===== src/rtl/core/smd_pkg.sv =====
// shared types and constants of the sorted intensity mismatch distance block
`default_nettype none
package smd_pkg;
    localparam int PIX_W      = 16;
    localparam int CFG_W      = 11;
    localparam int DIST_W     = 24;
    localparam int CNT_MAX_W  = 17;
    localparam logic [CFG_W-1:0]  MIN_COUNT_RESET = 11'd5;
    localparam logic [DIST_W-1:0] DIST_MAX        = 24'hFFFFFF;

    typedef struct packed {
        logic [CNT_MAX_W-1:0] cnt0;
        logic [CNT_MAX_W-1:0] cnt1;
        logic                 dropped;
    } t_job;
endpackage
`default_nettype wire


===== src/rtl/core/smd_ifs.sv =====
// word channels of the block: pixels in, results out, configuration writes
`default_nettype none
interface smd_pix_if;
    logic        valid;
    logic        ready;
    logic        region;
    logic [15:0] intensity;
    logic        last;
    modport source(output valid, region, intensity, last, input ready);
    modport sink(input valid, region, intensity, last, output ready);
endinterface

`default_nettype wire


===== src/rtl/core/smd_front.sv =====
// front end: stores pixels, counts regions, queues a job on the last word
`default_nettype none
module smd_front import smd_pkg::*; #(
    parameter int REGION_DEPTH = 1024,
    parameter int CW = 11,
    parameter int AW = 10
) (
    input  wire logic          i_clk,
    input  wire logic          i_rst_n,
    smd_pix_if.sink            i_pix,
    output logic               o_we0,
    output logic               o_we1,
    output logic [AW-1:0]      o_waddr,
    output logic [PIX_W-1:0]   o_wdata,
    input  wire logic          i_pop,
    input  wire logic          i_done,
    output logic               o_job_valid,
    output t_job               o_job
);
    logic [CW-1:0] r_cnt0, r_cnt1, n_cnt0, n_cnt1;
    logic          r_drop, r_busy;
    t_job          r_q [2];
    logic [1:0]    r_qn;
    logic          r_head;
    logic          acc, push, pop;
    t_job          new_job;

    assign i_pix.ready = !r_busy;
    assign acc   = i_pix.valid && i_pix.ready;
    assign o_we0 = acc && !i_pix.region && (r_cnt0 < CW'(REGION_DEPTH));
    assign o_we1 = acc && i_pix.region && (r_cnt1 < CW'(REGION_DEPTH));
    assign o_waddr = i_pix.region ? r_cnt1[AW-1:0] : r_cnt0[AW-1:0];
    assign o_wdata = i_pix.intensity;
    assign n_cnt0  = r_cnt0 + CW'(o_we0);
    assign n_cnt1  = r_cnt1 + CW'(o_we1);
    assign push    = acc && i_pix.last;
    assign pop     = i_pop && (r_qn != 2'd0);

    always_comb begin
        new_job.cnt0    = CNT_MAX_W'(n_cnt0);
        new_job.cnt1    = CNT_MAX_W'(n_cnt1);
        new_job.dropped = r_drop || (acc && !o_we0 && !o_we1);
    end

    assign o_job_valid = r_qn != 2'd0;
    assign o_job       = r_q[r_head];

    always_ff @(posedge i_clk) begin
        if (!i_rst_n) begin
            r_cnt0 <= '0;
            r_cnt1 <= '0;
            r_drop <= 1'b0;
            r_busy <= 1'b0;
            r_qn   <= '0;
            r_head <= 1'b0;
        end else begin
            if (push) begin
                r_cnt0 <= '0;
                r_cnt1 <= '0;
                r_drop <= 1'b0;
                r_busy <= 1'b1;
            end else if (acc) begin
                r_cnt0 <= n_cnt0;
                r_cnt1 <= n_cnt1;
                r_drop <= new_job.dropped;
            end
            if (i_done) begin
                r_busy <= 1'b0;
            end
            r_qn <= r_qn + 2'(push) - 2'(pop);
            if (pop) begin
                r_head <= !r_head;
            end
        end
    end

    always_ff @(posedge i_clk) begin
        if (push) begin
            r_q[r_head ^ r_qn[0]] <= new_job;
        end
    end
endmodule
`default_nettype wire


===== src/flat_wrapper.sv =====
// flat-port wrapper written by rule: the top's interface ports become plain ports
module smd_front_flat import smd_pkg::*;
#(
    parameter int REGION_DEPTH = 1024,
    parameter int CW = 11,
    parameter int AW = 10
)
  (i_clk, i_rst_n, o_we0, o_we1, o_waddr, o_wdata, i_pop, i_done, o_job_valid, o_job, i_pix_valid, i_pix_region, i_pix_intensity, i_pix_last, i_pix_ready);
  smd_pix_if i_pix_i ();
  input  wire logic i_clk;
  input  wire logic i_rst_n;
  output logic o_we0;
  output logic o_we1;
  output logic [AW-1:0] o_waddr;
  output logic [PIX_W-1:0] o_wdata;
  input  wire logic i_pop;
  input  wire logic i_done;
  output logic o_job_valid;
  output t_job o_job;
  input wire logic [$bits(i_pix_i.valid)-1:0] i_pix_valid;
  input wire logic [$bits(i_pix_i.region)-1:0] i_pix_region;
  input wire logic [$bits(i_pix_i.intensity)-1:0] i_pix_intensity;
  input wire logic [$bits(i_pix_i.last)-1:0] i_pix_last;
  output wire logic [$bits(i_pix_i.ready)-1:0] i_pix_ready;
  assign i_pix_i.valid = i_pix_valid;
  assign i_pix_i.region = i_pix_region;
  assign i_pix_i.intensity = i_pix_intensity;
  assign i_pix_i.last = i_pix_last;
  assign i_pix_ready = i_pix_i.ready;
  smd_front #(.REGION_DEPTH(REGION_DEPTH), .CW(CW), .AW(AW)) u_core (.i_clk(i_clk), .i_rst_n(i_rst_n), .i_pix(i_pix_i), .o_we0(o_we0), .o_we1(o_we1), .o_waddr(o_waddr), .o_wdata(o_wdata), .i_pop(i_pop), .i_done(i_done), .o_job_valid(o_job_valid), .o_job(o_job));
endmodule

===== config.mk =====
export PLATFORM = sky130hd
export DESIGN_NAME = smd_front_flat
export DESIGN_NICKNAME = d
export VERILOG_FILES = /design/src/rtl/core/smd_pkg.sv /design/src/rtl/core/smd_ifs.sv /design/src/rtl/core/smd_front.sv /design/src/flat_wrapper.sv
export SDC_FILE = /design/constraint.sdc
export NUM_CORES = 1
export LEC_CHECK = 0
export BUFFER_PORTS_ARGS = -buffer_cell sky130_fd_sc_hd__buf_2
export CAP_MARGIN = 15
export CORE_AREA = 2 2 85 87
export CTS_CLUSTER_SIZE = 20
export DETAILED_ROUTE_END_ITERATION = 6
export DIE_AREA = 0 0 87 89
export PLACE_DENSITY = 0.8
export SYNTH_ARGS = -nofsm -noshare
export SYNTH_HDL_FRONTEND = slang
export SYNTH_SLANG_ARGS = --single-unit

===== constraint.sdc =====
create_clock -name i_clk -period 4.56 [get_ports i_clk]
set_clock_uncertainty 0.15 [all_clocks]
set_input_delay 0 -clock i_clk [delete_from_list [all_inputs] [get_ports i_clk]]
set_output_delay 0 -clock i_clk [all_outputs]
set_load 0.01 [all_outputs]

* Yosys cells after proc, flatten, opt, wreduce, memory -nomap -nowiden
Memory sizes are Yosys's and may differ from the RTL's. A register that Yosys moved wholly into a read port is not among the register bits.
Index checks and enable logic that the tools add are counted.
** Word-level totals
- Memories kept :: 1
- Logic and storage cells :: 38
- Input port bits :: 23
- Register bits after elaboration :: 27
- Bits in writable memories :: 46
- Output and inout port bits :: 65
** Memory list
- u_core.r_q :: depth 2, width 23, read ports 1, clocked after memory_dff 1, write ports 1, line smd_front.sv:22 : t_job r_q [2];
** Operators by class
- Multiplexer cells :: 5
- Magnitude comparators :: 2
- $add $sub $neg :: 4
- Bitwise operators :: 2
- Reduce and logical (&&, ||, !) cells :: 18
** Operators by type and width (count)
- $add 11x1->11 :: 2
- $lt 11x11->1 const B :: 2
- $mux 10 :: 1
- $logic_and 1x1->1 :: 9
- $logic_not 1->1 :: 5
- $mux 1 :: 4
- $reduce_or 2->1 :: 2
- $add 2x1->2 :: 1
- $reduce_bool 2->1 :: 1
- $sub 2x1->2 :: 1
- $logic_or 1x1->1 :: 1
- $not 1->1 :: 1
- $xor 1x1->1 :: 1

* Depth between registers and ports, before layout
Gate-level depths: netlist of the first run.
- Depth after elaboration :: 8
- Gate-level depth with buffers :: 10
- Depth with buffers taken out :: 7

* Worst setup path after synthesis of the first run
No wires, ideal clock.
- Path kind :: register to register
- Start point :: register u_core.r_busy
- End point :: register u_core.r_cnt0[6]
- Data arrival time :: 2.366 ns
- Setup slack :: 1.974 ns
- Setup time :: 0.070 ns
- Stages on the path, launching flop included :: 10
- Data required time :: 4.340 ns
- Clock period less this slack :: 2.586 ns
- Path buffers :: 2
- Cell sequence :: dfxtp_1 nand2b_1 buf_2 buf_2 nor3_1 ha_1 ha_1 nand3_4 or4_1 a21oi_1
** Between the ends
- Word-level cells in the longest chain between the ends :: 5
- Elaborated cells on any way between the ends :: 7
- Those cells by class :: add/sub (1); reduce/logical (6)
** RTL lines
- start, declared :: line smd_front.sv:21 : logic r_drop, r_busy;
- start signal, assigned :: line smd_front.sv:53 : r_busy <= 1'b0;
- start signal, assigned :: line smd_front.sv:61 : r_busy <= 1'b1;
- start signal, assigned :: line smd_front.sv:68 : r_busy <= 1'b0;
- $logic_not 1->1 :: line smd_front.sv:28 : assign i_pix.ready = !r_busy;
- $logic_and 1x1->1 :: line smd_front.sv:29 : assign acc = i_pix.valid && i_pix.ready;
- $logic_and 1x1->1 (2 in a row) :: line smd_front.sv:30 : assign o_we0 = acc && !i_pix.region && (r_cnt0 < CW'(REGION_DEPTH));
- net o_we0 :: line flat_wrapper.sv:12 : output logic o_we0;
- $add 11x1->11 :: line smd_front.sv:34 : assign n_cnt0 = r_cnt0 + CW'(o_we0);
- end signal, assigned :: line smd_front.sv:63 : r_cnt0 <= n_cnt0;
- end, declared :: line smd_front.sv:20 : logic [CW-1:0] r_cnt0, r_cnt1, n_cnt0, n_cnt1;
The timed path passes the listed nets, and every way through them passes these cells.
A chain may end at the register's enable or synchronous reset.

* Final worst setup path of the first run
- Start point :: register u_core.r_busy
- End point :: register u_core.r_cnt1[8]
** Between the ends
- Word-level cells in the longest chain between the ends :: 5
- Elaborated cells on any way between the ends :: 7
- Those cells by class :: add/sub (1); reduce/logical (6)
** RTL lines
- $logic_not 1->1 * :: line smd_front.sv:28
- $logic_and 1x1->1 * :: line smd_front.sv:29
- $logic_and 1x1->1 (2 in a row) :: line smd_front.sv:31 : assign o_we1 = acc && i_pix.region && (r_cnt1 < CW'(REGION_DEPTH));
- $add 11x1->11 :: line smd_front.sv:35 : assign n_cnt1 = r_cnt1 + CW'(o_we1);
- end signal, assigned :: line smd_front.sv:64 : r_cnt1 <= n_cnt1;
- end, declared :: line smd_front.sv:20
Every way passes the cells marked *; elsewhere a longest branch is shown, timed or not.

==> results of run 1 <==
==> cells in the final DEF, fill, tap and decap left out, drive strengths merged <==
master / instances
mux2: 33
nand4: 5
nand3: 11
nor3b: 2
dlygate4sd3: 22
xor2: 17
bufinv: 2
nor2: 8
nor2b: 5
o21bai: 1
o21ai: 7
a21oi: 18
clkinvlp: 1
ha: 6
edfxtp: 46
nor3: 8
buf: 45
nand4b: 3
nand2: 15
or3: 5
clkbuf: 10
conb: 12
xnor2: 7
nand2b: 1
or4: 8
inv: 6
o31ai: 6
o21a: 1
and2: 2
dfxtp: 28
nor4: 3
nand3b: 7
mux2i: 4
clkinv: 3
or2: 1
==> synth_stat cells, drive strengths merged <==
library cell / number
edfxtp: 46
buf: 41
mux2: 33
dfxtp: 28
a21oi: 18
xor2: 17
nand2: 15
nand3: 11
nor2: 8
nor3: 8
or4: 8
nand3b: 7
o21ai: 7
xnor2: 7
ha: 6
inv: 6
o31ai: 6
nand4: 5
nor2b: 5
or3: 5
clkbuf: 4
mux2i: 4
nand4b: 3
nor4: 3
and2: 2
nor3b: 2
conb: 1
nand2b: 1
o21a: 1
o21bai: 1
or2: 1
==> worst max-delay path, stage by stage (launching register included) <==
cell and delay, ps:
dfxtp_1 410, nand2b_1 480, nor3b_1 390, ha_1 280
ha_1 290, nand4b_2 230, or4_1 450, a21oi_1 180
==> state kept, by name (all words and copies together), names as in the netlist, named ones only <==
register,flops
u_core.r_q,46
u_core.r_cnt0,11
u_core.r_cnt1,11
u_core.r_qn,2
u_core.r_busy,1
u_core.r_drop,1
u_core.r_head,1
==> worst max path at each step <==
stage          cells past startpoint                            end                        from
2_1_floorplan                      9  u_core.r_cnt0[6]$_SDFFE_PP0N_  u_core.r_busy$_SDFFE_PP0P_
3_3_place_gp                       7  u_core.r_cnt0[6]$_SDFFE_PP0N_  u_core.r_busy$_SDFFE_PP0P_
3_5_place_dp                       7  u_core.r_cnt1[8]$_SDFFE_PP0N_  u_core.r_busy$_SDFFE_PP0P_
4_1_cts                            7  u_core.r_cnt1[8]$_SDFFE_PP0N_  u_core.r_busy$_SDFFE_PP0P_
5_1_grt                            7  u_core.r_cnt1[8]$_SDFFE_PP0N_  u_core.r_busy$_SDFFE_PP0P_
6_report                           7  u_core.r_cnt1[8]$_SDFFE_PP0N_  u_core.r_busy$_SDFFE_PP0P_
==> power groups by stage <==
stage / sequential, uW / clock [uW] / combinational (uW)
2_1_floorplan: 830 / 0 / 275
3_3_place_gp: 858 / 0 / 333
3_5_place_dp: 864 / 0 / 340
4_1_cts: 849 / 551 / 365
5_1_grt: 858 / 573 / 389
6_report: 847 / 537 / 357
==> layout make-up <==
type	instances	area, um^2	area share, %
clock buffer	10	128	3.06
clock inverter	6	81.3	1.95
inverter	6	22.5	0.540
multi-input combinational	196	1450	34.7
sequential	74	1940	46.6
tap	80	100	2.40
timing repair buffer	67	450	10.8
==> logic make-up (layout without fill, tap and decap cells) <==
group                      count (synthesis)  count (layout)  share of synthesized area (%)
AOI/OAI and AO/OA                         33              33                           5.06
xor gates and xnor gates                  24              24                           5.74
adders and majority gates                  6               6                           2.05
buffers and inverters                     51              89                           8.75
DFF                                       74              74                           53.0
muxes                                     37              37                           11.2
other                                      1              12                          0.102
and+or+nand+nor                           84              84                           14.0
==> through the flow <==
| step | power [uW] | instances | hold slack [ps] | instance area [um^2] | setup slack [ps] |
|---|---|---|---|---|---|
| after detailed placement | 1200 | 401 | -150 | 3740 | 1670 |
| after global placement | 1190 | 401 | -150 | 3740 | 1850 |
| after global routing | 1820 | 439 | 183 | 4170 | 1350 |
| after floorplan | 1100 | 321 | -73.9 | 3700 | 1970 |
| after CTS | 1770 | 439 | 153 | 4170 | 1620 |
| final | 1740 | 439 | 173 | 4170 | 1610 |
==> layer usage <==
layer | vias to the layer above | part of all wire, % | GRT usage, %
met2 | 102 | 50 | 32.1
met5 | - | 0 | 0
met3 | 7 | 6.8 | 4.80
li1 | 1172 | - | -
met1 | 1211 | 41 | 23.2
met4 | 0 | 1.8 | 9.38
==> what timing repair did <==
item | in CTS | in global routing
setup endpoints to repair | 0 | 0
hold endpoints to repair | 26 | 0
hold buffers | 22 | 0
==> run_results.csv, run 1 <==
group,metric,value,unit
global_route,grt.overflow.total,0,
pwr,powerDensity,418,nW/um^2
clock_network,cts_tree,"done",
critical_path,path_class,"reg -> reg",
place,dp_hpwl,4.75,mm
pwr,leakage,0.00160,uW
clock_network,clk_latency,350,ps
yosys,ys_seq_area_share,53.0,%
critical_path,cp_data_arrival_time,3060,ps
pwr,p_int,1280,uW
outcome,status,"completed",
floorplanning,core-area,6720,um^2
clock_network,cts.sinks,74,
timing,fin_crit_sh,64.7,%
run,cap_violations,0,
critical_path,critPathLaunchType,"register",
hold_path,worstHoldPathCells,4,
place,portBuffers,43,
routing,vias,2492,
layout,fin_nets,383,
floorplanning,die_w,87,um
routing,drtIter0Drc,112,
clock_network,htree_levels,3,
pwr,combPwrFrac,20.5,%
yosys,avgSynthCellArea,11.8,um^2
clock_network,cts_root_buf,"clkbuf_8",
floorplanning,start_util,54.5,%
floorplanning,dieArea,7740,um^2
global_route,grt_first_pass_wirelength,11.0,mm
yosys,synth_area,3660,um^2
routing,drt-vias-per-instance,5.68,
layout,nFillCells,555,
timing,slew_headroom,28.4,%
pwr,p_seq_share,48.6,%
layout,antenna_cells,0,
routing,drtAntennaViolNets,0,
yosys,synth-seq-cells,74,
global_route,grt_usage,19.2,%
yosys,synth.distinct_cells,36,
pwr,p_clk_share,30.8,%
global_route,grt_max_degree,24,
floorplanning,core.rowCount,30,
pwr,ir_drop,0.176,mV
yosys,yosys.area.top_type,"edfxtp_1",
pwr,switching_share,26.3,%
place,gp_congestion,0.847,
critical_path,worstPathMaxFanout,21,
timing,setup-tns-final,0,ps
yosys,yosys-top-cells-area,"edfxtp_1, dfxtp_1, mux2_2",
critical_path,reg2regPathDepth,7,
routing,drt_wl_total,7.07,mm
global_route,first_global_vias,2268,
hold_path,hp-class,"in -> reg",
pwr,p_sw,458,uW
routing,drt_pass1_iterations,4,
clock_network,clk_pin_slew,70,ps
timing,setup_viol,0,
timing,fmax,339,MHz
hold_path,hold_end,"u_core.r_cnt1[9]$_SDFFE_PP0N_",
global_route,antenna_found_initial,0,
routing,drc,0,
timing,hold_viol_final,0,
critical_path,rr_startpoint,"u_core.r_busy$_SDFFE_PP0P_",
timing,rsz0062_at_grt,"false",
timing,tightestPinTransition,1070,ps
floorplanning,die_h,89,um
clock_network,cts_buffers,9,
clock_network,clockBufferDepth,2,
layout,drive_above_1_share,27.9,%
critical_path,r2r-end,"u_core.r_cnt1[8]$_SDFFE_PP0N_",
yosys,syn_inst,310,
routing,wire_per_inst,16.1,um
clock_network,cts_resized,0,
clock_network,cts_setup_buffers,0,
layout,area_delta_synth_final,13.9,%
layout,fin_util,62.1,%
critical_path,endpoint_kind,"register",
critical_path,reg2reg_slack,1610,ps
yosys,yosys_warnings,0,
floorplanning,ioPinCount,88,
timing,period_minus_slack,2950,ps
critical_path,cp.required,4670,ps
timing,final-max-slew-violation-count,0,
yosys,yosysTopAreaCellShare,37.7,%
hold_path,worstHoldStart,"i_pix_last",
Note: power is estimated with default switching activity, not from simulation.
==> run 2, diff against run 1 <==
- CORE_AREA: 2 2 85 87 -> 2 2 86 88
- DIE_AREA: 0 0 87 89 -> 0 0 88 90
- PLACE_DENSITY: 0.8 -> 0.79
- clock period: 4.56 -> 3 ns (I/O delays scaled with it)
==> run 2 against run 1 <==
Critical path depth did not move. Largest power group unchanged. Sequential cell count stayed put. Die area up 2.3%. Register-to-register slack worse by 1100 ps. Highest routed layer unchanged. Core utilization is 2.1 points lower.
==> run_results.csv, run 2 (synthesis results as in run 1) <==
group,metric,value,unit
routing,wire_per_inst,15.1,um
timing,layout_setup_ws,534,ps
global_route,grt_max_degree,24,
timing,fin_crit_sh,82.2,%
floorplanning,dieArea,7920,um^2
critical_path,cp_data_arrival_time,2580,ps
hold_path,worstHoldPathCells,3,
global_route,grt_usage,18.4,%
floorplanning,core-area,7020,um^2
routing,drtAntennaViolNets,0,
pwr,powerDensity,614,nW/um^2
clock_network,cts.sinks,74,
timing,final-max-slew-violation-count,0,
place,post-place-ws,584,ps
critical_path,cp.required,3120,ps
global_route,grt_first_pass_wirelength,11.2,mm
layout,layout_common_cells,"edfxtp_1, buf_2, mux2_2",
global_route,grt.overflow.total,0,
place,gp_congestion,0.796,
hold_path,hp-class,"in -> reg",
critical_path,path_class,"reg -> reg",
pwr,design_power_total,2580,uW
critical_path,r2r-end,"u_core.r_cnt1[8]$_SDFFE_PP0N_",
run,cap_violations,0,
clock_network,cts_root_buf,"clkbuf_8",
layout,nFillCells,579,
critical_path,rr_startpoint,"u_core.r_busy$_SDFFE_PP0P_",
pwr,ir_drop,0.218,mV
routing,drc,0,
timing,fmax,406,MHz
layout,mostFrequentLayoutCell,"edfxtp_1",
clock_network,cts_tree,"done",
clock_network,clockBufferDepth,2,
critical_path,reg2reg_slack,530,ps
place,portBuffers,43,
routing,drt_pass1_iterations,4,
layout,antenna_cells,0,
critical_path,worstPathMaxFanout,8,
floorplanning,ioPinCount,88,
place,dp_hpwl,4.67,mm
floorplanning,start_util,52.2,%
global_route,first_global_vias,2348,
floorplanning,core.rowCount,31,
timing,setup_viol,0,
timing,rsz0062_at_grt,"false",
clock_network,cts_resized,0,
routing,drt-vias-per-instance,5.37,
layout,fin_nets,387,
outcome,status,"completed",
layout,largest_register_ffs,46,
hold_path,hold_end,"u_core.r_q[1][0]$_DFFE_PP_",
layout,drive_above_1_share,28.9,%
clock_network,cts_setup_buffers,0,
clock_network,clk_latency,350,ps
hold_path,worstHoldStart,"i_pix_region",
routing,vias,2482,
timing,hold_viol_final,0,
critical_path,critPathLaunchType,"register",
critical_path,endpoint_kind,"register",
pwr,leakage,0.00162,uW
timing,slew_headroom,52.3,%
clock_network,htree_levels,3,
routing,drtIter0Drc,148,
global_route,antenna_found_initial,0,
timing,tightestPinTransition,714,ps
floorplanning,die_h,90,um
timing,period_minus_slack,2470,ps
layout,area_delta_synth_final,14.9,%
floorplanning,die_w,88,um
layout,fin_util,60.0,%
routing,drt_wl_total,6.98,mm
timing,setup-tns-final,0,ps
clock_network,clk_pin_slew,70,ps
clock_network,cts_buffers,9,
critical_path,reg2regPathDepth,7,
[run 2: changes by cell type in the layout (fill, tap and decap cells not counted), sizes merged]
cell,before,now
buf,45,49
bufinv,2,1
clkinv,3,4
[run 2: routing by layer]
layer	GRT usage [%]	wire (um)	part of all wire (%)	vias to the layer above
li1	-	-	-	1180
met5	0	0	0	-
met3	5.14	447	6.4	12
met4	7.56	124	1.8	0
met1	23.9	3000	43	1190
met2	28.7	3410	49	100
[run 2: worst max-delay path by stage]
| stage | slack (ps) | from | endpoint | cells after the start |
|---|---|---|---|---|
| floorplan | 410 | u_core.r_busy$_SDFFE_PP0P_ | u_core.r_cnt0[6]$_SDFFE_PP0N_ | 9 |
| CTS | 570 | u_core.r_busy$_SDFFE_PP0P_ | u_core.r_cnt1[8]$_SDFFE_PP0N_ | 7 |
| global placement | 780 | u_core.r_busy$_SDFFE_PP0P_ | u_core.r_cnt0[6]$_SDFFE_PP0N_ | 7 |
| finish | 530 | u_core.r_busy$_SDFFE_PP0P_ | u_core.r_cnt1[8]$_SDFFE_PP0N_ | 7 |
| global route | 380 | u_core.r_busy$_SDFFE_PP0P_ | u_core.r_cnt1[8]$_SDFFE_PP0N_ | 7 |
| detailed placement | 580 | u_core.r_busy$_SDFFE_PP0P_ | u_core.r_cnt1[8]$_SDFFE_PP0N_ | 7 |
[run 2: what timing repair did]
item                                   4_1_cts  5_1_grt
setup endpoints to repair                    0        0
hold buffers                                22        0
endpoints found under the hold margin       25        0
[run 2: per-stage QoR]
step	cells	instance area (um^2)	hold WS (ps)
2_1_floorplan	321	3700	-73.9
3_3_place_gp	424	3790	-150
3_5_place_dp	424	3790	-150
4_1_cts	462	4210	164
5_1_grt	462	4210	215
6_report	462	4210	180
[run 2: report_power, final]
group	switching (uW)	total, uW	internal (uW)
clock	354	753	399
sequential	35.9	1240	1210
combinational	302	590	288
total	692	2580	1890
[run 2: critical path, stage by stage (launching register included)]
cell and delay, ps:
dfxtp_1 320, nand2b_1 180, nor3b_1 340, ha_1 300, ha_1 280, nand4b_2 200, or4_1 460, a21oi_1 160
[run 2: cell type report]
| type | instances | area [um^2] | share of cell area [%] |
|---|---|---|---|
| timing repair buffer | 71 | 480 | 11.4 |
| tap | 99 | 124 | 2.94 |
| multi-input combinational | 196 | 1450 | 34.4 |
| inverter | 6 | 22.5 | 0.535 |
| clock buffer | 10 | 138 | 3.27 |
| sequential | 74 | 1940 | 46.1 |
| clock inverter | 6 | 56.3 | 1.34 |
