### config.mk
export PLATFORM = sky130hd
export DESIGN_NAME = smd_back_flat
export DESIGN_NICKNAME = d
export VERILOG_FILES = /design/src/rtl/core/smd_pkg.sv /design/src/rtl/core/smd_ifs.sv /design/src/rtl/core/smd_div.sv /design/src/rtl/core/smd_back.sv /design/src/flat_wrapper.sv
export SDC_FILE = /design/constraint.sdc
export NUM_CORES = 1
export LEC_CHECK = 0
export BUFFER_PORTS_ARGS = -buffer_cell sky130_fd_sc_hd__buf_2
export CORE_ASPECT_RATIO = 0.8
export CORE_MARGIN = 3
export CORE_UTILIZATION = 54
export DETAILED_ROUTE_END_ITERATION = 12
export HOLD_SLACK_MARGIN = 0.15
export PLACE_DENSITY = 0.75
export SYNTH_ARGS = -nofsm -noshare
export SYNTH_HDL_FRONTEND = slang
export SYNTH_SLANG_ARGS = --single-unit
### constraint.sdc
create_clock -name i_clk -period 5.25 [get_ports i_clk]
set_input_delay 1.05 -clock i_clk [delete_from_list [all_inputs] [get_ports i_clk]]
set_output_delay 1.05 -clock i_clk [all_outputs]
set_load 0.1 [all_outputs]
### src/rtl/core/smd_pkg.sv
// shared types and constants of the sorted intensity mismatch distance block
`default_nettype none
package smd_pkg;
    localparam int PIX_W      = 16;
    localparam int CFG_W      = 11;
    localparam int DIST_W     = 24;
    localparam int CNT_MAX_W  = 17;
    localparam logic [CFG_W-1:0]  MIN_COUNT_RESET = 11'd5;
    localparam logic [DIST_W-1:0] DIST_MAX        = 24'hFFFFFF;

    typedef struct packed {
        logic [CNT_MAX_W-1:0] cnt0;
        logic [CNT_MAX_W-1:0] cnt1;
        logic                 dropped;
    } t_job;
endpackage
`default_nettype wire

### src/rtl/core/smd_ifs.sv
// word channels of the block: pixels in, results out, configuration writes
`default_nettype none


interface smd_res_if;
    logic        valid;
    logic        ready;
    logic        valid_res;
    logic [23:0] distance;
    logic        overflow;
    modport source(output valid, valid_res, distance, overflow, input ready);
    modport sink(input valid, valid_res, distance, overflow, output ready);
endinterface

`default_nettype wire

### src/rtl/core/smd_div.sv
// restoring divider, one quotient bit per cycle
`default_nettype none
module smd_div #(
    parameter int DW = 43,
    parameter int VW = 11
) (
    input  wire logic          i_clk,
    input  wire logic          i_rst_n,
    input  wire logic          i_start,
    input  wire logic [DW-1:0] i_dividend,
    input  wire logic [VW-1:0] i_divisor,
    output logic               o_done,
    output logic      [DW-1:0] o_quotient
);
    localparam int KW = $clog2(DW + 1);

    logic [VW-1:0] r_rem, r_dvs;
    logic [DW-1:0] r_quo;
    logic [KW-1:0] r_cnt;
    logic          r_run;
    logic [VW:0]   rem_sh;
    logic          fits;

    assign rem_sh     = {r_rem, r_quo[DW-1]};
    assign fits       = rem_sh >= {1'b0, r_dvs};
    assign o_quotient = r_quo;

    always_ff @(posedge i_clk) begin
        if (!i_rst_n) begin
            r_run  <= 1'b0;
            r_cnt  <= '0;
            o_done <= 1'b0;
        end else begin
            o_done <= 1'b0;
            if (i_start) begin
                r_run <= 1'b1;
                r_cnt <= KW'(DW);
            end else if (r_run) begin
                r_cnt <= r_cnt - KW'(1);
                if (r_cnt == KW'(1)) begin
                    r_run  <= 1'b0;
                    o_done <= 1'b1;
                end
            end
        end
    end

    always_ff @(posedge i_clk) begin
        if (i_start) begin
            r_rem <= '0;
            r_quo <= i_dividend;
            r_dvs <= i_divisor;
        end else if (r_run) begin
            r_rem <= fits ? VW'(rem_sh - {1'b0, r_dvs}) : rem_sh[VW-1:0];
            r_quo <= {r_quo[DW-2:0], fits};
        end
    end
endmodule
`default_nettype wire

### src/rtl/core/smd_back.sv
// back end: for a valid pairing sorts both stores, sums paired differences and divides; holds the result
`default_nettype none
module smd_back import smd_pkg::*; #(
    parameter int FRACTION_BITS = 8,
    parameter int CW = 11,
    parameter int AW = 10
) (
    input  wire logic             i_clk,
    input  wire logic             i_rst_n,
    input  wire logic [CFG_W-1:0] i_min_count,
    input  wire logic             i_job_valid,
    input  t_job                  i_job,
    output logic                  o_pop,
    output logic                  o_done,
    output logic                  o_we0,
    output logic                  o_we1,
    output logic [AW-1:0]         o_waddr,
    output logic [PIX_W-1:0]      o_wdata,
    output logic [AW-1:0]         o_raddr,
    input  wire logic [PIX_W-1:0] i_rdata0,
    input  wire logic [PIX_W-1:0] i_rdata1,
    smd_res_if.source             o_res
);
    localparam int SW = CW + PIX_W;
    localparam int DW = SW + FRACTION_BITS;

    localparam logic [3:0] S_IDLE = 4'd0;
    localparam logic [3:0] S_NEXT = 4'd1;
    localparam logic [3:0] S_LDV  = 4'd2;
    localparam logic [3:0] S_RD   = 4'd3;
    localparam logic [3:0] S_CMP  = 4'd4;
    localparam logic [3:0] S_SRD  = 4'd5;
    localparam logic [3:0] S_SACC = 4'd6;
    localparam logic [3:0] S_DIV  = 4'd7;
    localparam logic [3:0] S_OUT  = 4'd8;

    logic [3:0]        r_state;
    logic              r_sel;
    logic [CW-1:0]     r_c0, r_c1, r_n, r_i, r_j, r_k;
    logic [PIX_W-1:0]  r_v;
    logic [SW-1:0]     r_sum;
    logic              r_vres, r_ovf;
    logic [DIST_W-1:0] r_dist;
    logic              r_ov, r_ores, r_oovf;
    logic [DIST_W-1:0] r_odist;

    logic [CW-1:0]     j_cnt, j_c0, j_c1, j_n, cur_cnt;
    logic              j_ok;
    logic [PIX_W-1:0]  cur_d, diff;
    logic              move, we, can_load, div_start, div_done;
    logic [DW-1:0]     quo;

    assign j_c0 = i_job.cnt0[CW-1:0];
    assign j_c1 = i_job.cnt1[CW-1:0];
    assign j_n  = (j_c0 < j_c1) ? j_c0 : j_c1;
    assign j_ok = (32'(j_c0) >= 32'(i_min_count)) && (32'(j_c1) >= 32'(i_min_count))
                  && (j_n != '0);
    assign j_cnt   = j_n;
    assign cur_cnt = r_sel ? r_c1 : r_c0;
    assign cur_d   = r_sel ? i_rdata1 : i_rdata0;
    // first store ascending, second descending
    assign move    = r_sel ? (cur_d < r_v) : (cur_d > r_v);
    assign diff    = (i_rdata0 > i_rdata1) ? i_rdata0 - i_rdata1 : i_rdata1 - i_rdata0;
    assign can_load  = !r_ov || o_res.ready;
    assign o_pop     = (r_state == S_IDLE) && i_job_valid;
    assign o_done    = (r_state == S_OUT) && can_load;
    assign div_start = (r_state == S_SRD) && (r_k == r_n);

    always_comb begin
        o_raddr = '0;
        o_waddr = '0;
        o_wdata = r_v;
        we      = 1'b0;
        case (r_state)
            S_NEXT: o_raddr = r_i[AW-1:0];
            S_RD: begin
                if (r_j == '0) begin
                    we = 1'b1;
                end else begin
                    o_raddr = AW'(r_j - CW'(1));
                end
            end
            S_CMP: begin
                we      = 1'b1;
                o_waddr = r_j[AW-1:0];
                o_wdata = move ? cur_d : r_v;
            end
            S_SRD: o_raddr = r_k[AW-1:0];
            default: ;
        endcase
    end
    assign o_we0 = we && !r_sel;
    assign o_we1 = we && r_sel;

    smd_div #(.DW(DW), .VW(CW)) u_div (
        .i_clk      (i_clk),
        .i_rst_n    (i_rst_n),
        .i_start    (div_start),
        .i_dividend (DW'(r_sum) << FRACTION_BITS),
        .i_divisor  (r_n),
        .o_done     (div_done),
        .o_quotient (quo)
    );

    always_ff @(posedge i_clk) begin
        if (!i_rst_n) begin
            r_state <= S_IDLE;
            r_ov    <= 1'b0;
        end else begin
            if (o_res.valid && o_res.ready) begin
                r_ov <= 1'b0;
            end
            case (r_state)
                S_IDLE: if (i_job_valid) r_state <= j_ok ? S_NEXT : S_OUT;
                S_NEXT: begin
                    if (r_i >= cur_cnt) begin
                        if (r_sel) r_state <= S_SRD;
                    end else begin
                        r_state <= S_LDV;
                    end
                end
                S_LDV:  r_state <= S_RD;
                S_RD:   r_state <= (r_j == '0) ? S_NEXT : S_CMP;
                S_CMP:  r_state <= move ? S_RD : S_NEXT;
                S_SRD:  r_state <= div_start ? S_DIV : S_SACC;
                S_SACC: r_state <= S_SRD;
                S_DIV:  if (div_done) r_state <= S_OUT;
                S_OUT: begin
                    if (can_load) begin
                        r_ov    <= 1'b1;
                        r_state <= S_IDLE;
                    end
                end
                default: r_state <= S_IDLE;
            endcase
        end
    end

    always_ff @(posedge i_clk) begin
        case (r_state)
            S_IDLE: begin
                r_c0   <= j_c0;
                r_c1   <= j_c1;
                r_n    <= j_cnt;
                r_sel  <= 1'b0;
                r_i    <= CW'(1);
                r_k    <= '0;
                r_sum  <= '0;
                r_vres <= j_ok;
                r_ovf  <= i_job.dropped;
                r_dist <= '0;
            end
            S_NEXT: begin
                if (r_i >= cur_cnt && !r_sel) begin
                    r_sel <= 1'b1;
                    r_i   <= CW'(1);
                end
            end
            S_LDV: begin
                r_v <= cur_d;
                r_j <= r_i;
            end
            S_RD: if (r_j == '0) r_i <= r_i + CW'(1);
            S_CMP: begin
                if (move) r_j <= r_j - CW'(1);
                else      r_i <= r_i + CW'(1);
            end
            S_SACC: begin
                r_sum <= r_sum + SW'(diff);
                r_k   <= r_k + CW'(1);
            end
            S_DIV: begin
                if (div_done) begin
                    r_dist <= (64'(quo) > 64'(DIST_MAX)) ? DIST_MAX : DIST_W'(quo);
                end
            end
            S_OUT: begin
                if (can_load) begin
                    r_ores  <= r_vres;
                    r_odist <= r_dist;
                    r_oovf  <= r_ovf;
                end
            end
            default: ;
        endcase
    end

    assign o_res.valid     = r_ov;
    assign o_res.valid_res = r_ores;
    assign o_res.distance  = r_odist;
    assign o_res.overflow  = r_oovf;

    a_inval_zero: assert property (@(posedge i_clk) disable iff (!i_rst_n)
        (r_ov && !r_ores) |-> (r_odist == '0))
        else $error("invalid result carries a distance");
    a_div_to_out: assert property (@(posedge i_clk) disable iff (!i_rst_n)
        (r_state == S_DIV && div_done) |=> (r_state == S_OUT))
        else $error("divider finish missed");
    a_insert_pos: assert property (@(posedge i_clk) disable iff (!i_rst_n)
        (r_state == S_CMP) |-> (r_j <= r_i && r_j != '0))
        else $error("insertion index out of range");
    a_sum_bound: assert property (@(posedge i_clk) disable iff (!i_rst_n)
        (r_state == S_SACC) |-> (r_k < r_n))
        else $error("pair index beyond pairing count");
endmodule
`default_nettype wire

### src/flat_wrapper.sv
// flat-port wrapper written by rule: the top's interface ports become plain ports
module smd_back_flat import smd_pkg::*;
#(
    parameter int FRACTION_BITS = 8,
    parameter int CW = 11,
    parameter int AW = 10
)
  (i_clk, i_rst_n, i_min_count, i_job_valid, i_job, o_pop, o_done, o_we0, o_we1, o_waddr, o_wdata, o_raddr, i_rdata0, i_rdata1, o_res_valid, o_res_valid_res, o_res_distance, o_res_overflow, o_res_ready);
  smd_res_if o_res_i ();
  input  wire logic i_clk;
  input  wire logic i_rst_n;
  input  wire logic [CFG_W-1:0] i_min_count;
  input  wire logic i_job_valid;
  input  t_job i_job;
  output logic o_pop;
  output logic o_done;
  output logic o_we0;
  output logic o_we1;
  output logic [AW-1:0] o_waddr;
  output logic [PIX_W-1:0] o_wdata;
  output logic [AW-1:0] o_raddr;
  input  wire logic [PIX_W-1:0] i_rdata0;
  input  wire logic [PIX_W-1:0] i_rdata1;
  output wire logic [$bits(o_res_i.valid)-1:0] o_res_valid;
  output wire logic [$bits(o_res_i.valid_res)-1:0] o_res_valid_res;
  output wire logic [$bits(o_res_i.distance)-1:0] o_res_distance;
  output wire logic [$bits(o_res_i.overflow)-1:0] o_res_overflow;
  input wire logic [$bits(o_res_i.ready)-1:0] o_res_ready;
  assign o_res_valid = o_res_i.valid;
  assign o_res_valid_res = o_res_i.valid_res;
  assign o_res_distance = o_res_i.distance;
  assign o_res_overflow = o_res_i.overflow;
  assign o_res_i.ready = o_res_ready;
  smd_back #(.FRACTION_BITS(FRACTION_BITS), .CW(CW), .AW(AW)) u_core (.i_clk(i_clk), .i_rst_n(i_rst_n), .i_min_count(i_min_count), .i_job_valid(i_job_valid), .i_job(i_job), .o_pop(o_pop), .o_done(o_done), .o_we0(o_we0), .o_we1(o_we1), .o_waddr(o_waddr), .o_wdata(o_wdata), .o_raddr(o_raddr), .i_rdata0(i_rdata0), .i_rdata1(i_rdata1), .o_res(o_res_i));
endmodule
== Yosys cells after proc, flatten, opt, wreduce, memory -nomap -nowiden ==
Index checks and enable logic that the tools add are counted.
Storage, ports and cells
  memory bits (writable): 0
  output and inout bits: 67
  memories: 0
  register bits after elaboration: 232
  ROM bits: 0
  latch bits: 0
Cells by class
  reductions and logical operators: 29
  shifts and indexed selects: 0
  divide/modulo/power cells: 0
  multiplexer cells: 47
  bitwise operators: 2
  add/subtract/negate cells: 8
  magnitude comparators: 9
  equal/unequal tests: 18
  $mul: 0
Operators with widths (count)
  11-bit two-way mux: 7
  35-bit two-way mux: 2
  16-bit two-way mux: 4
  27-bit case mux with 2 select lines: 1
  24-bit two-way mux: 2
  24-bit case mux with 2 select lines: 1
  11-bit case mux with 2 select lines: 2
  11-bit case mux with 4 select lines: 1
  4-bit case mux with 9 select lines: 1
  35-bit by 24-bit greater-than comparator with 1-bit output (second input constant): 1
  11-bit >= comparator: 3
  16-bit greater-than comparator: 2
  16-bit subtractor: 2
  10-bit case mux with 3 select lines: 1
  27-bit by 16-bit adder with 27-bit output: 1
  4-bit two-way mux: 6
  11-bit by 1-bit adder with 11-bit output (second input constant): 2
  10-bit two-way mux: 2
  4-bit by 3-bit == test with 1-bit output (second input constant): 4
  16-bit less-than comparator: 1
  12-bit by 11-bit >= comparator with 1-bit output: 1
  6-bit two-way mux: 2
  11-bit == test: 1
  11-bit zero test: 1
  other kinds (27): 62

== Depth between registers and ports, before layout ==
  depth after elaboration: 7
  mapped depth: 21
  depth with buffers taken out: 21

== Hierarchy ==
From an unflattened synthesis, not the netlist that was laid out.
Unflattened totals
  cell total of the unflattened synthesis: 1340
  area total of the unflattened synthesis: 14508.9 sq um
Modules (own cells, without submodules)
  smd_back: area an instance 11264.6 sq um, seq. area each 4964.8 sq um, times used 1, cells each 1078
  smd_div: area an instance 3244.4 sq um, seq. area each 1761.7 sq um, times used 1, cells each 262

== Worst setup path before layout ==
OpenSTA, ideal clock, no wires.
  kind: input to register
  start point: input port i_rdata0[2]
  end point: register u_core.r_sum[17], data pin
  path buffers: 2
  slack: 0.124 ns
  setup time: 0.266 ns
  arrival time: 4.860 ns
  stages on the path: 20
  path through: inv_1 -> ha_1 -> buf_6 -> nor2b_4 -> o31a_1 -> o311a_1 -> o21a_1 -> buf_6 -> mux2_4 -> o311ai_4 -> xnor2_1 -> ha_1 -> and3_1 -> and3_1 -> a211oi_1 -> o21ai_1 -> a311oi_2 -> nor3b_1 -> xnor2_1 -> nor2_1
Between the ends
  cells in the longest elaborated chain, start to end: 4
  elaborated cells on any way between the ends: 6
RTL lines
  from (decl): line flat_wrapper.sv:22  | input wire logic [PIX_W-1:0] i_rdata0;
  16-bit subtractor or 16-bit greater-than comparator (tied branches): line smd_back.sv:63  | assign diff = (i_rdata0 > i_rdata1) ? i_rdata0 - i_rdata1 : i_rdata1 - i_rdata0;
  16-bit two-way mux *: line smd_back.sv:63
  27-bit by 16-bit adder with 27-bit output *: line smd_back.sv:169  | r_sum <= r_sum + SW'(diff);
  27-bit case mux with 2 select lines *: line smd_back.sv:140  | case (r_state)
  to (signal assigned): line smd_back.sv:169
  to (decl): line smd_back.sv:41  | logic [SW-1:0] r_sum;
Every way passes the cells marked *; elsewhere a longest branch is shown, timed or not.
A chain may end at the register's enable or synchronous reset.

== Worst setup path after layout ==
  start point: input port i_rdata0[1]
  end point: output port o_wdata[13]
Between the ends
  cells in the longest elaborated chain, start to end: 5
  elaborated cells on any way between the ends: 6
RTL lines
  16-bit two-way mux *: line smd_back.sv:60  | assign cur_d = r_sel ? i_rdata1 : i_rdata0;
  named net u_core.cur_d[1]: line smd_back.sv:49  | logic [PIX_W-1:0] cur_d, diff;
  16-bit greater-than comparator or 16-bit less-than comparator (tied branches): line smd_back.sv:62  | assign move = r_sel ? (cur_d < r_v) : (cur_d > r_v);
  1-bit two-way mux *: line smd_back.sv:62
  16-bit two-way mux *: line smd_back.sv:86  | o_wdata = move ? cur_d : r_v;
  16-bit two-way mux *: line smd_back.sv:74  | case (r_state)
  to (decl): line flat_wrapper.sv:20  | output logic [PIX_W-1:0] o_wdata;
Mark *: on every way through the listed nets, which the timed path passes. The rest lies on a longest branch.

==> reports/qor.csv <==
stage,metric,value,unit
power,worst vdd rail ir drop,0.2698,mV
sta,final clock skew,0.01928,ns
global_routing,number of antenna violations at the first check in global routing,1,
critical_path,worst path arrival time,3.91,ns
critical_path,cell mode on critical path,o21ai_0,
final_layout,Area Growth Syn to Fin,17.26,%
sta,worst-case headroom to the max-slew limit,24.79,%
floorplanning,die height,151.5,um
sta,total count of max-transition violations in the final report,0,
critical_path,"Critical Path, Cell by Cell","buf_2, inv_1, o21ai_0, ha_1, nor2b_1, o21ai_0, nand2b_1, a21oi_1, o21ai_0, a21oi_1, mux2_2, mux2_2, buf_12",
floorplanning,row count,52,
min_path,start point of the worst min-delay path,u_core.r_dist[19]$_SDFFCE_PN0P_,
final_layout,"commonest non-fill, non-tap cell in the layout",edfxtp_1,
placement,input/output buffers,136,
floorplanning,Die Width,187.8,um
clocking,later-pin clock latency in the skew report,0.54,ns
final_layout,layout cell share with drive strength beyond 1,17.77,%
logic_synthesis,instance count of the mapped netlist,1408,
critical_path,endpoint type of the worst setup path,output pin,
placement,worst setup timing slack at the placement stage,-0.1299,ns
clocking,CTS sink count,232,
global_routing,GRT met2 Usage,33.75,%
min_path,Worst Hold Depth,0,
clocking,post-cts gate resize count,0,
clocking,maximum buffer depth of the clock tree,3,
power,power per cell area,397.5,nW/um^2
detailed_routing,Routed Antenna Nets,0,
detailed_routing,post-detailed-route via-to-cell ratio,5.643,
global_routing,number of global-route vias before repair,10510,
critical_path,Worst R2R Start,u_core.r_sel$_DFFE_PP_,
logic_synthesis,net count of the mapped netlist,1617,
final_layout,"commonest cells after routing, fill and taps aside","edfxtp_1, nand2_1, ha_1, buf_2, nor2_1",
floorplanning,Initial Utilization,55.72,%
floorplanning,Boundary Pins,149,
global_routing,grt total ovfl,0,
sta,Final period util,94.45,%
sta,TNS Setup,0,ns
sta,Max Clock Freq,0.2017,GHz
critical_path,kind of start point of the critical path,input pin,
sta,min setup slack post-route,0.2914,ns
detailed_routing,WL/cell,16.67,um
detailed_routing,DRC violation total after the first TritonRoute iteration,983,
critical_path,Worst setup startpoint,i_rdata0[1],
power,leakage dissipation,7.071,nW
logic_synthesis,proportion of synthesized flip-flops having asynchronous set or reset,0,%
clocking,TritonCTS clock tree,built,
critical_path,Worst R2R Path Depth,13,
clocking,TritonCTS Buffers,25,
logic_synthesis,Cell variety after synth,68,
flow_run,count of max-cap constraint violations,0,
critical_path,maximum fanout count along the critical path,19,
placement,final weighted congestion in routability-driven placement,0.9186,
clocking,hold-fix buffer count after cts,0,
placement,dpl hpwl,24470,um
critical_path,cell with the largest stage delay on the worst path,mux2_2,
logic_synthesis,"EDFF count, synth",200,
global_routing,first-pass GRT wire length,53680,um
sta,measured slew at the worst slew-check pin,1.119,ns
floorplanning,placeable core area,25630,um^2
logic_synthesis,synthesized flop and latch total,232,
clocking,H-Tree Level Count,1,
run_status,status,finished clean,
clocking,master cell of the clock root buffer,clkbuf_16,
critical_path,minimum setup slack among reg-to-reg paths,1.40,ns
sta,RSZ-0062 raised after global routing,false,
logic_synthesis,post-synthesis instance area,14280,um^2
clocking,"CTS clk-pin slew, worst paths",0.06,ns
logic_synthesis,Main synth FF type,edfxtp_1,
detailed_routing,Total Wirelength,32510,um
critical_path,RR Endpoint,u_core.r_i[3]$_SDFFCE_PP0P_,
detailed_routing,total via count in the routed design,11000,
logic_synthesis,part of the Yosys area used for sequential elements,46.54,%
logic_synthesis,Synthesis Warnings,0,
final_layout,final layout net count,1789,
global_routing,pin count of the biggest net entering global routing,80,
min_path,hold endpoint,u_core.o_res.distance[19]$_DFFE_PP_,
global_routing,GR peak layer,met1,
sta,final setup vio count,0,
detailed_routing,length of the first detailed-routing pass in iterations,5,
sta,Final Hold Violating Endpoints,0,
logic_synthesis,mean instance size in the synthesized netlist,10.14,um^2
global_routing,grt met3 use,4.140,%
global_routing,grt met1 use,35.00,%
global_routing,Total Routing Usage GR,22.95,%
critical_path,max incr delay on CP,0.54,ns
floorplanning,floorplan die area,28450,um^2
min_path,worst min path class,flop to flop,
critical_path,critical path start-end classification,input pin to output pin,
detailed_routing,DR DRC count,0,
sta,final period demand of the worst path,4.959,ns
critical_path,Critical Path RT,4.20,ns
clocking,"Setup Fix Bufs, Post-CTS",0,
[flip-flops by register name, indices dropped and copies added (netlist names), 6 cells and up]
signal                   count
u_core.o_res.distance       24
u_core.r_c0                 11
u_core.r_c1                 11
u_core.r_dist               24
u_core.r_i                  11
u_core.r_j                  11
u_core.r_k                  11
u_core.r_n                  11
u_core.r_sum                27
u_core.r_v                  16
u_core.u_div.o_quotient     35
u_core.u_div.r_cnt           6
u_core.u_div.r_dvs          11
u_core.u_div.r_rem          11
[Yosys cell counts (5+ instances only)]
library cell,instances,area (um^2)
nor4_1,14,87.58
nand4_1,14,87.58
a211oi_1,15,112.6
or2_2,8,50.05
and2_1,17,106.4
nand3b_1,7,52.55
nand2b_1,16,100.1
nor3b_1,5,37.54
mux2i_1,29,290.3
nand3_1,22,110.1
nor2b_1,13,81.33
dfxtp_1,32,640.6
o211ai_1,6,45.04
a22oi_1,10,75.07
a31oi_1,6,37.54
clkbuf_1,42,157.7
buf_2,9,45.04
o21ai_0,102,510.5
o21ai_1,9,45.04
mux2_2,21,236.5
xor2_1,34,297.8
o21a_1,35,262.8
nor3_1,22,110.1
inv_1,112,420.4
edfxtp_1,200,6006
xnor2_1,41,359.1
nand2_1,125,469.2
ha_1,123,1539
nor2_1,115,431.7
a21o_1,36,270.3
a21oi_1,78,390.4
or3_1,14,87.58
o21bai_1,8,60.06
and3_1,10,62.56
[metrics by stage]
step / cell area (um^2) / power, mW / hold slack (ns) / util, % / cells
global placement: 15900 / 4.808 / 0.4022 / 62.01 / 1902
floorplan: 14280 / 4.224 / 0.4003 / - / 1408
detailed placement: 15900 / 4.889 / 0.4045 / 62.01 / 1902
global route: 16750 / 7.024 / 0.4271 / 65.33 / 1950
CTS: 16720 / 6.657 / 0.4196 / 65.21 / 1947
finish: 16750 / 6.658 / 0.4169 / 65.33 / 1950
[kinds of logic (layout without fill, tap and decap cells)]
kind of cell / Yosys count / after routing / share of synthesized area (%)
DFF: 232 / 232 / 46.54
muxes: 51 / 51 / 3.793
adders and majority gates: 127 / 127 / 11.34
and+or+nand+nor: 412 / 412 / 13.77
xor gates and xnor gates: 75 / 75 / 4.599
buffers and inverters: 168 / 358 / 4.652
AOI/OAI and AO/OA: 343 / 343 / 15.31
other: 0 / 1 / 0
[worst max-delay path: cells and delay by family]
kind                       cells  cell delay, ns
AOI/OAI and AO/OA              5            0.96
adders and majority gates      1            0.33
buffers and inverters          3            0.40
muxes                          2            0.94
and+or+nand+nor                2            0.21
[layer usage]
| metal | wire [um] | part of all wire, % |
|---|---|---|
| met5 | 0 | 0 |
| met4 | 750 | 2.3 |
| met3 | 2452 | 7.5 |
| met2 | 13370 | 41 |
| met1 | 15930 | 49 |
[how the worst max path moves through the flow]
stage                                          end  slack (ns)
global placement    u_core.r_sum[17]$_SDFFCE_PN0P_       -0.04
detailed placement  u_core.r_sum[21]$_SDFFCE_PN0P_       -0.13
finish                                 o_wdata[13]        0.29
global route        u_core.r_sum[21]$_SDFFCE_PN0P_        0.09
floorplan           u_core.r_sum[17]$_SDFFCE_PN0P_        0.12
CTS                                    o_wdata[13]        0.12
[area by class of cell]
| type | instances | area (um^2) |
|---|---|---|
| Tap cell | 351 | 439.2 |
| Multi-Input combinational cell | 1008 | 6995 |
| Fill cell | 2085 | 8887 |
| Antenna cell | 1 | 2.502 |
| Timing Repair Buffer | 201 | 1421 |
| Clock inverter | 18 | 187.7 |
| Sequential cell | 232 | 6648 |
| Clock buffer | 27 | 633.1 |
| Inverter | 112 | 420.4 |
[power breakdown]
| group | leakage [nW] | switching [mW] | internal [mW] |
|---|---|---|---|
| Combinational | 4.39 | 1.36 | 0.815 |
| Clock | 0.389 | 0.739 | 1.03 |
| Sequential | 2.29 | 0.265 | 2.45 |
Power figures use the tool's default switching activity.
